**config.mk**
```make
export PLATFORM = sky130hd
export DESIGN_NAME = dau_divider
export DESIGN_NICKNAME = d
export VERILOG_FILES = /design/src/design/dau_pkg.sv /design/src/design/dau_divider.sv
export SDC_FILE = /design/constraint.sdc
export NUM_CORES = 1
export LEC_CHECK = 0
export ABC_AREA = 1
export BUFFER_PORTS_ARGS = -buffer_cell sky130_fd_sc_hd__buf_2
export CORE_ASPECT_RATIO = 0.8
export CORE_MARGIN = 10
export CORE_UTILIZATION = 45
export CTS_BUF_LIST = sky130_fd_sc_hd__clkbuf_16
export DETAILED_ROUTE_END_ITERATION = 12
export GPL_TIMING_DRIVEN = 0
export PLACE_DENSITY_LB_ADDON = 0.25
export SYNTH_ARGS = -nofsm -noshare
export SYNTH_HDL_FRONTEND = slang
export SYNTH_SLANG_ARGS = --single-unit
export TNS_END_PERCENT = 30
```
**constraint.sdc**
```tcl
create_clock -name clk -period 3.5 [get_ports clk]
set_input_delay 0.175 -clock clk [delete_from_list [all_inputs] [get_ports clk]]
set_output_delay 0.175 -clock clk [all_outputs]
set_load 0.05 [all_outputs]
```
**src/design/dau_pkg.sv**
```systemverilog
// Package for the decimal arithmetic unit: types, codes and the power-of-ten table.
package dau_pkg;

  localparam int MaxScaleStepDefault = 18;

  typedef enum logic [1:0] {
    OP_DIV = 2'd0,
    OP_MUL = 2'd1,
    OP_RESCALE = 2'd2,
    OP_NONE = 2'd3
  } op_t;

  typedef enum logic [1:0] {
    ST_OK = 2'd0,
    ST_DIV_ZERO = 2'd1,
    ST_INEXACT = 2'd2,
    ST_STEP_BIG = 2'd3
  } status_t;

  typedef enum logic [2:0] {
    RM_UP = 3'd0,
    RM_DOWN = 3'd1,
    RM_CEIL = 3'd2,
    RM_FLOOR = 3'd3,
    RM_HALF_UP = 3'd4,
    RM_HALF_DOWN = 3'd5,
    RM_HALF_EVEN = 3'd6,
    RM_UNNEC = 3'd7
  } round_t;

  typedef enum logic [3:0] {
    S_IDLE,
    S_MUL,
    S_DIV,
    S_DIV_END,
    S_DIGIT,
    S_DIGIT_END,
    S_RND_START,
    S_RND,
    S_RND_END,
    S_UP,
    S_DONE
  } state_t;

  // Command to and status from the shared radix-2 divider.
  // The dividend may carry a few bits above 64; they must be below the divisor.
  typedef struct packed {
    logic        start;
    logic [3:0]  dividend_hi;
    logic [63:0] dividend;
    logic [63:0] divisor;
  } div_cmd_t;

  typedef struct packed {
    logic        busy;
    logic        done;
    logic [63:0] quo;
    logic [63:0] rem;
  } div_sts_t;

  function automatic logic [63:0] pow10(input logic [4:0] d);
    logic [63:0] p;
    p = 64'd1;
    unique case (d)
      5'd1: p = 64'd10;
      5'd2: p = 64'd100;
      5'd3: p = 64'd1000;
      5'd4: p = 64'd10000;
      5'd5: p = 64'd100000;
      5'd6: p = 64'd1000000;
      5'd7: p = 64'd10000000;
      5'd8: p = 64'd100000000;
      5'd9: p = 64'd1000000000;
      5'd10: p = 64'd10000000000;
      5'd11: p = 64'd100000000000;
      5'd12: p = 64'd1000000000000;
      5'd13: p = 64'd10000000000000;
      5'd14: p = 64'd100000000000000;
      5'd15: p = 64'd1000000000000000;
      5'd16: p = 64'd10000000000000000;
      5'd17: p = 64'd100000000000000000;
      5'd18: p = 64'd1000000000000000000;
      default: p = 64'd1;
    endcase
    return p;
  endfunction

endpackage

```
**src/design/dau_divider.sv**
```systemverilog
// Shared unsigned 64-bit restoring divider, one quotient bit per cycle.
module dau_divider (
  input  logic              clk,
  input  logic              rst_n,
  input  dau_pkg::div_cmd_t cmd,
  output dau_pkg::div_sts_t sts
);

  logic [63:0] quo_r, quo_nxt;
  logic [64:0] rem_r, rem_nxt;
  logic [63:0] dvs_r;
  logic [6:0]  cnt_r, cnt_nxt;
  logic        busy_r, busy_nxt;
  logic        done_r, done_nxt;
  logic [64:0] shifted;
  logic [64:0] diff;

  // One shift-subtract step per cycle.
  always_comb begin
    shifted  = {rem_r[63:0], quo_r[63]};
    diff     = shifted - {1'b0, dvs_r};
    quo_nxt  = quo_r;
    rem_nxt  = rem_r;
    cnt_nxt  = cnt_r;
    busy_nxt = busy_r;
    done_nxt = 1'b0;
    if (cmd.start) begin
      // The bits above 64 start the partial remainder.
      quo_nxt  = cmd.dividend;
      rem_nxt  = {61'd0, cmd.dividend_hi};
      cnt_nxt  = 7'd0;
      busy_nxt = 1'b1;
    end else if (busy_r) begin
      if (!diff[64]) begin
        rem_nxt = diff;
        quo_nxt = {quo_r[62:0], 1'b1};
      end else begin
        rem_nxt = shifted;
        quo_nxt = {quo_r[62:0], 1'b0};
      end
      cnt_nxt = cnt_r + 7'd1;
      if (cnt_r == 7'd63) begin
        busy_nxt = 1'b0;
        done_nxt = 1'b1;
      end
    end
  end

  always_ff @(posedge clk) begin
    if (!rst_n) begin
      busy_r <= 1'b0;
      done_r <= 1'b0;
      cnt_r  <= '0;
    end else begin
      busy_r <= busy_nxt;
      done_r <= done_nxt;
      cnt_r  <= cnt_nxt;
    end
    quo_r <= quo_nxt;
    rem_r <= rem_nxt;
    if (cmd.start) begin
      dvs_r <= cmd.divisor;
    end
  end

  assign sts.busy = busy_r;
  assign sts.done = done_r;
  assign sts.quo  = quo_r;
  assign sts.rem  = rem_r[63:0];

endmodule

```
==> results.tsv, run 1 <==
stage	metric	value	unit
synthesis	synth_edf_count	132	
synthesis	synth_seq_area_share	36.73	%
synthesis	synth.yosys.warnings	0	
route	drtAntennaViolNets	0	
timing	period_share	91.96	%
place	dpl.cell_count	2977	
clocking	clkSlewWorstSetupHoldPaths	0.07	ns
synthesis	synth_top_family_by_area	simple AND/OR/NAND/NOR gates	
route	num_vias	15210	
power_and_ir_drop	peakVddDrop	0.4616	mV
worst_setup_path	r2r_slack	0.28	ns
worst_setup_path	critical_path_peak_fanout	10	
power_and_ir_drop	pwr-share-clk	38.1	%
timing	relSlewSlack	10.14	%
power_and_ir_drop	pwr_density_cell	352.1	mW/mm2
route	routed.top_layer	met4	
timing	finalMaxSlewViolations	0	
synthesis	syn_area_per_cell	6.347	um2
finish	fin_cells	3153	
route	wl_met3	4352	um
synthesis	ys_top_cells_by_area	nand2_1 27%, edfxtp_1 27%, inv_1 13%	
clocking	cts_buffers	23	
timing	skew	0.01411	ns
timing	clock.fmax	310.7	MHz
route	routed_wl	52740	um
worst_setup_path	rr_startpoint	dvs_r[0]	
die	fp.dieArea	0.03998	mm2
finish	final_util	58.50	%
worst_setup_path	arrival	3.66	ns
die	die_height	180.8	um
place	io_buffer_count	264	
timing	rsz0062_at_grt	false	
clocking	insertion_delay	0.56	ns
finish	area_growth	27.19	%
timing	setup_ws	0.2815	ns
finish	ff_latch_area	0.005345	mm2
timing	fin_crit	3.218	ns
global_route	grt_overflow_total	0	
worst_setup_path	cp-end-kind	flip-flop	
min_path	min_to	dvs_r[40]	
finish	multiInputGateArea	0.007071	mm2
finish	fillers	3070	
synthesis	ys_types	37	
synthesis	synthArstFlopShare	0	%
die	num_rows	58	
die	ios	265	
place	gp_congestion	0.9646	
finish	fin_area	0.01851	mm2
min_path	min_path_type	in2reg	
timing	setup_viol	0	
synthesis	synth_cells	2293	
worst_setup_path	worstSetupPathType	reg2reg	
clocking	clockBufferDepth	3	
global_route	grt_max_degree	70	
power_and_ir_drop	internal_power	4.543	mW
synthesis	synth_flop_cell	edfxtp_1	
synthesis	syn-cell-area	0.01455	mm2
worst_setup_path	critical_path_required	3.94	ns
synthesis	synthAdderAreaFrac	5.726	%
place	post-place-ws	0.3075	ns
route	wl_met1	24370	um
power_and_ir_drop	switching_power	1.974	mW
timing	hold_viol	0	
min_path	hold_depth	1	
clocking	cts_root_buffer	clkbuf_16	
synthesis	synth.mux.area_fraction	0	%
route	wl_met2	22780	um
route	drt-pass1-iter-count	6	
synthesis	synth_compound_area_share	2.657	%
timing	tns	0	ns
flow_run	max_cap_viol_count	0	
power_and_ir_drop	pwr-share-comb	19.4	%
global_route	antenna_found_initial	1	
clocking	post_cts_buffers	0	
synthesis	synth_top_area_share	27.44	%
place	place_area	0.01640	mm2
timing	timing.hold.ws	0.2992	ns
place	place_hpwl	41570	um
die	fp.coreArea	0.03164	mm2
min_path	hp-start	cmd[132]	
route	wl_per_cell	16.73	um
timing	worst_pin_slew	1.343	ns
worst_setup_path	rr_worst_depth	20	
synthesis	synth_simple_gate_area_share	38.34	%
finish	drive_above_1_share	13.07	%
die	die_w	221.1	um
synthesis	synth-xor-area-share	1.866	%
power_and_ir_drop	power_leakage	10.61	nW
synthesis	synth_top_area_cell	nand2_1	
synthesis	syn-num-nets	2494	
power_and_ir_drop	p_seq_share	42.5	%
global_route	groute.usage.overall	25.49	%
global_route	grt_pass1_wl	81540	um
status	outcome	finished clean	
route	drt_iter0_markers	1182	
clocking	htree_levels	1	
route	via_per_inst	4.823	
synthesis	synth-seq-cells	201	
worst_setup_path	cp-start-kind	flip-flop	
die	initial_core_util	45.99	%
clocking	cts_sinks	201	
worst_setup_path	regToRegEndpoint	rem_r[37]	
global_route	grt_pass1_vias	14740	
finish	nNetsFinal	2916	
power_and_ir_drop	swShare	30.29	%
power_and_ir_drop	total_power	6.516	mW
clocking	cts_tree	yes	
route	drc	0	
final cells by class:
cell class              instances  share of cell area [%]
clock inverters                17                  0.7842
well taps                     420                   2.839
repair buffers                397                   14.34
plain buffers                  43                   1.447
clock buffers                  25                   3.380
inverters                     498                   10.11
flip-flops and latches        201                   28.88
diodes                          1                 0.01352
multi-input cells            1551                   38.20
worst max-delay path by stage:
stage / depth (start not counted) / from / to
after floorplan: 21 / quo_r[63] / rem_r[1]
after global placement: 4 / cmd[132] / quo_r[29]
after detailed placement: 4 / cmd[132] / quo_r[8]
after CTS: 20 / dvs_r[0] / rem_r[37]
after global routing: 21 / quo_r[63] / rem_r[2]
final: 20 / dvs_r[0] / rem_r[37]
power groups by stage:
stage / clock [mW] / combinational, mW / sequential (mW)
floorplan: 0 / 0.474 / 3.10
global placement: 0 / 1.10 / 2.82
detailed placement: 0 / 1.12 / 2.81
CTS: 2.52 / 1.24 / 2.77
global route: 2.62 / 1.37 / 2.79
finish: 2.48 / 1.26 / 2.77
placed cells by master (no fill, tap or decap), types with 2 or more instances in the layout:
| master | synthesis | layout |
|---|---|---|
| clkbuf_16 | 0 | 25 |
| nand3b_1 | 3 | 3 |
| bufinv_16 | 0 | 2 |
| inv_2 | 5 | 5 |
| dlygate4sd3_1 | 0 | 133 |
| nor3_1 | 22 | 22 |
| nand2_4 | 4 | 4 |
| buf_6 | 7 | 7 |
| buf_8 | 2 | 2 |
| clkinv_1 | 1 | 7 |
| xor2_1 | 4 | 4 |
| inv_1 | 492 | 494 |
| nand2_1 | 1064 | 1064 |
| o21ai_0 | 15 | 15 |
| buf_1 | 5 | 5 |
| nand3_1 | 131 | 131 |
| nand4_1 | 12 | 12 |
| xnor2_1 | 27 | 27 |
| edfxtp_1 | 132 | 132 |
| buf_2 | 3 | 266 |
| clkbuf_1 | 22 | 22 |
| ha_1 | 65 | 65 |
| nor2_2 | 5 | 5 |
| buf_4 | 3 | 4 |
| a21oi_1 | 56 | 56 |
| nor2_1 | 106 | 106 |
| nor2_4 | 4 | 4 |
| clkinv_2 | 0 | 3 |
| and2_1 | 2 | 2 |
| nand2_2 | 22 | 22 |
| dfxtp_1 | 69 | 69 |
worst max-delay path, stage by stage, from the launching register on:
cell      delay (ns)
edfxtp_1        0.41
ha_1            0.24
fa_1            0.42
inv_1           0.12
nand2_1         0.06
nand2_1         0.06
nand3_1         0.08
nand2_2         0.13
nand2_1         0.07
nand2_2         0.18
nand2_1         0.10
nand2_2         0.12
nand2_4         0.08
nand2_4         0.08
nand2_2         0.05
nand2_2         0.07
buf_6           0.19
buf_6           0.17
nand2_1         0.21
nand3_1         0.17
nand2_1         0.06
per-layer routing:
metal	up-vias	track usage, %
met4	0	6.264
met1	6941	34.61
li1	7704	-
met2	488	40.20
met5	-	0
met3	75	5.727
cell families (layout without fill, tap and decap cells):
group | Yosys count | count (layout)
buffers and inverters | 541 | 980
other | 0 | 1
XOR/XNOR | 31 | 31
flip-flops | 201 | 201
AO/OA/AOI/OAI | 75 | 75
adder cells (fa/ha/maj) | 66 | 66
AND/OR/NAND/NOR | 1379 | 1379
cells in the mapped netlist, types with 2 or more instances:
cell type     n
nand2_4       4
nor2_4        4
ha_1         65
xnor2_1      27
inv_1       492
nand2_1    1064
o21ai_0      15
xor2_1        4
a21oi_1      56
buf_2         3
buf_8         2
clkbuf_1     22
edfxtp_1    132
nor2_2        5
nor2_1      106
nor3_1       22
dfxtp_1      69
inv_2         5
and2_1        2
nand4_1      12
nand2_2      22
buf_6         7
nand3_1     131
buf_4         3
buf_1         5
nand3b_1      3
repair_timing:
action,in CTS,in global routing
endpoints found under the hold margin,133,0
hold buffers,133,0
gates resized for setup,0,0
registers in the layout, indices dropped and copies added, names as in the netlist:
name and cells:
quo_r 64, busy_r 1, done_r 1, cnt_r 7, dvs_r 64, rem_r 64
Note: power is estimated with default switching activity, not from simulation.
==> run 2: changes to the inputs <==
--- a/config.mk
+++ b/config.mk
@@ -5,7 +5,6 @@
 export SDC_FILE = /design/constraint.sdc
 export NUM_CORES = 1
 export LEC_CHECK = 0
-export ABC_AREA = 1
 export BUFFER_PORTS_ARGS = -buffer_cell sky130_fd_sc_hd__buf_2
 export CORE_ASPECT_RATIO = 0.8
 export CORE_MARGIN = 10
==> run 2 against run 1 <==
  * Setup slack lost 0.23 ns
  * First-iteration DRC count shrank 33%
  * Clock power shrank 10%
  * Largest cell class unchanged
  * Largest power group unchanged
  * Highest routed layer unchanged
==> results.tsv, run 2 <==
stage	metric	value	unit	change
synthesis	synth-seq-cells	201		unchanged
timing	period_share	98.65	%	+6.7 points
route	num_vias	10460		-31%
route	drt_iter0_markers	793		-33%
min_path	hold_depth	1		unchanged
die	initial_core_util	46.08	%	+0.086 points
route	drtAntennaViolNets	0		unchanged
timing	hold_viol	0		unchanged
synthesis	synth_flop_cell	edfxtp_1		
worst_setup_path	cp-start-kind	flip-flop		
min_path	min_path_type	in2reg		
clocking	cts_sinks	201		unchanged
timing	worst_pin_slew	0.9419	ns	-0.4010 ns
worst_setup_path	cp-end-kind	flip-flop		
timing	rsz0062_at_grt	true		
synthesis	synth_edf_count	132		unchanged
place	dpl.cell_count	1777		-40%
clocking	clockBufferDepth	3		unchanged
worst_setup_path	critical_path_required	3.94	ns	about the same
place	gp_congestion	0.9036		-6.3%
route	drt-pass1-iter-count	5		-1
clocking	cts_tree	yes		
worst_setup_path	crit_chain	ha_1 > buf_2 > nand4_1 > a2111oi_4 > o21ai_4 > a21oi_1 > o21ai_2 > a21oi_2 > o31ai_4 > a21oi_1 > o221ai_1 > mux2i_1 > a211o_1		
global_route	groute.usage.overall	21.67	%	-3.8 points
finish	nNetsFinal	1801		-38%
clocking	htree_levels	1		unchanged
synthesis	syn-cell-area	0.01178	mm2	-19%
finish	layout_commonest_cell	buf_2		
clocking	cts_buffers	23		unchanged
global_route	grt_pass1_vias	10540		-29%
clocking	insertion_delay	0.55	ns	about the same
timing	finalMaxSlewViolations	0		unchanged
finish	final_cell_mix	266 x buf_2, 133 x dlygate4sd3_1, 132 x edfxtp_1		
worst_setup_path	max_stage_delay	0.35	ns	-0.07 ns
route	wl_per_cell	19.00	um	+14%
finish	fillers	2103		-31%
flow_run	max_cap_viol_count	0		unchanged
timing	relSlewSlack	37.21	%	+27 points
die	fp.dieArea	0.03310	mm2	-17%
finish	fin_cells	1970		-38%
worst_setup_path	slowest_stage	dfxtp_1		
synthesis	ys_types	59		+59%
die	ios	265		unchanged
synthesis	synthArstFlopShare	0	%	unchanged
power_and_ir_drop	power_leakage	6.952	nW	-34%
synthesis	ys_top_cells_by_area	edfxtp_1 34%, dfxtp_1 12%, ha_1 6.9%		
route	via_per_inst	5.311		+10%
worst_setup_path	critical_path_peak_fanout	7		-3
worst_setup_path	rr_worst_depth	13		-35%
global_route	antenna_found_initial	2		+1
route	routed_wl	37420	um	-29%
place	io_buffer_count	264		unchanged
synthesis	post-synth-top-count-cell	edfxtp_1		
global_route	grt_overflow_total	0		unchanged
place	place_hpwl	26670	um	-36%
finish	largest_registers	dvs_r x64, quo_r x64, rem_r x64		
synthesis	syn-num-nets	1362		-45%
global_route	grt_max_degree	68		-2.9%
timing	clock.fmax	289.6	MHz	-6.8%
timing	setup_viol	0		unchanged
die	die_height	164.7	um	-8.9%
clocking	clkSlewWorstSetupHoldPaths	0.07	ns	about the same
power_and_ir_drop	pwr_density_cell	460.7	mW/mm2	+31%
synthesis	syn_area_per_cell	10.15	um2	+60%
timing	tns	0	ns	unchanged
timing	skew	0.03201	ns	+0.01789 ns
die	num_rows	52		-10%
global_route	grt_pass1_wl	57930	um	-29%
synthesis	synth_cells	1161		-49%
finish	drive_above_1_share	27.03	%	+14 points
clocking	cts_root_buffer	clkbuf_16		
worst_setup_path	cp_common_cell	a21oi_1		
synthesis	ys_top_cells_by_count	132 x edfxtp_1, 93 x nand2_1, 92 x nor2_1		
die	die_w	200.9	um	-9.1%
synthesis	synth_top_area_cell	edfxtp_1		
finish	area_growth	36.14	%	
status	outcome	finished clean		
power_and_ir_drop	peakVddDrop	0.5522	mV	+20%
synthesis	synth.yosys.warnings	0		unchanged
timing	fin_crit	3.453	ns	+0.2344 ns
synthesis	synth_seq_area_share	45.36	%	+8.6 points
worst_setup_path	worstSetupPathType	reg2reg		
route	drc	0		unchanged
synthesis	synth_top_area_share	33.64	%	+6.2 points
worst_setup_path	arrival	3.90	ns	+0.24 ns
die	fp.coreArea	0.02557	mm2	-19%
run 2: cell types whose count changed after synthesis, moves of 33 or more:
cell,previous run,this run
mux2_2,0,66
nand3_1,131,17
inv_1,492,87
mux2i_1,0,50
a211oi_1,0,45
a21oi_1,56,89
nand2_1,1064,93
run 2: final timing paths:
path	startpoint	endpoint	slack (ns)
max	rem_r[9]	rem_r[62]	0.05
min	cmd[132]	dvs_r[37]	0.33
max reg2reg	rem_r[9]	rem_r[62]	0.05
min reg2reg	cnt_r[5]	cnt_r[5]	0.49
run 2: layout make-up:
type	count	area, um2	area share [%]
inverters	87	326.6	2.036
flip-flops and latches	201	5345	33.32
repair buffers	419	2928	18.25
well taps	351	439.2	2.738
multi-input cells	807	6003	37.43
clock buffers	23	575.6	3.588
clock inverters	19	102.6	0.6396
plain buffers	61	315.3	1.966
diodes	2	5.005	0.03120
run 2: report_power, final:
group          switching [mW]  internal [mW]
sequential              0.128           2.76
combinational            1.45          0.831
clock                    1.01           1.20
total                    2.60           4.79
run 2: what timing repair did:
item | 4_1_cts | 5_1_grt
pin swaps | 6 | 10
endpoints found under the setup margin | 65 | 65
resized for setup | 19 | 39
hold buffers | 133 | 0
buffers inserted | 12 | 7
endpoints found under the hold margin | 133 | 0
cloned | 0 | 2
run 2: metrics by stage:
stage	total power, mW	setup slack (ns)	hold slack, ns	util (%)	instance area (um2)
3_5_place_dp	4.952	-0.4425	0.3531	53.10	13580
5_1_grt	7.725	-0.04063	0.3271	62.73	16040
4_1_cts	7.333	-0.01970	0.3184	61.61	15750
2_1_floorplan	4.420	0.02036	0.2739	-	11790
6_report	7.390	0.04711	0.3256	62.73	16040
3_3_place_gp	4.922	-1.573	0.3516	53.01	13550
run 2: cell families (layout without fill, tap and decap cells):
logic type | after synthesis | after routing | synth area share, %
buffers and inverters | 153 | 609 | 5.214
adders and majority gates | 66 | 66 | 7.072
other | 0 | 2 | 0
xor gates and xnor gates | 65 | 65 | 4.991
muxes | 119 | 119 | 10.84
and+or+nand+nor | 264 | 264 | 9.961
AOI/OAI and AO/OA | 293 | 293 | 16.56
DFF | 201 | 201 | 45.36
run 2: per-layer routing:
| metal | vias to the layer above | global-route usage (%) | wire, um |
|---|---|---|---|
| met3 | 78 | 5.071 | 2586 |
| met5 | - | 0 | 0 |
| met2 | 362 | 33.88 | 16840 |
| li1 | 5105 | - | - |
| met1 | 4917 | 29.00 | 16780 |
| met4 | 0 | 7.489 | 1212 |
run 2: worst max-delay path, delay by kind of cell, from the launching register on:
family | cells | cell delay [ns]
adder cells (fa/ha/maj) | 1 | 0.29
AND/OR/NAND/NOR | 1 | 0.21
AO/OA/AOI/OAI | 9 | 2.20
buffers and inverters | 1 | 0.17
flip-flops | 1 | 0.35
multiplexers | 1 | 0.16
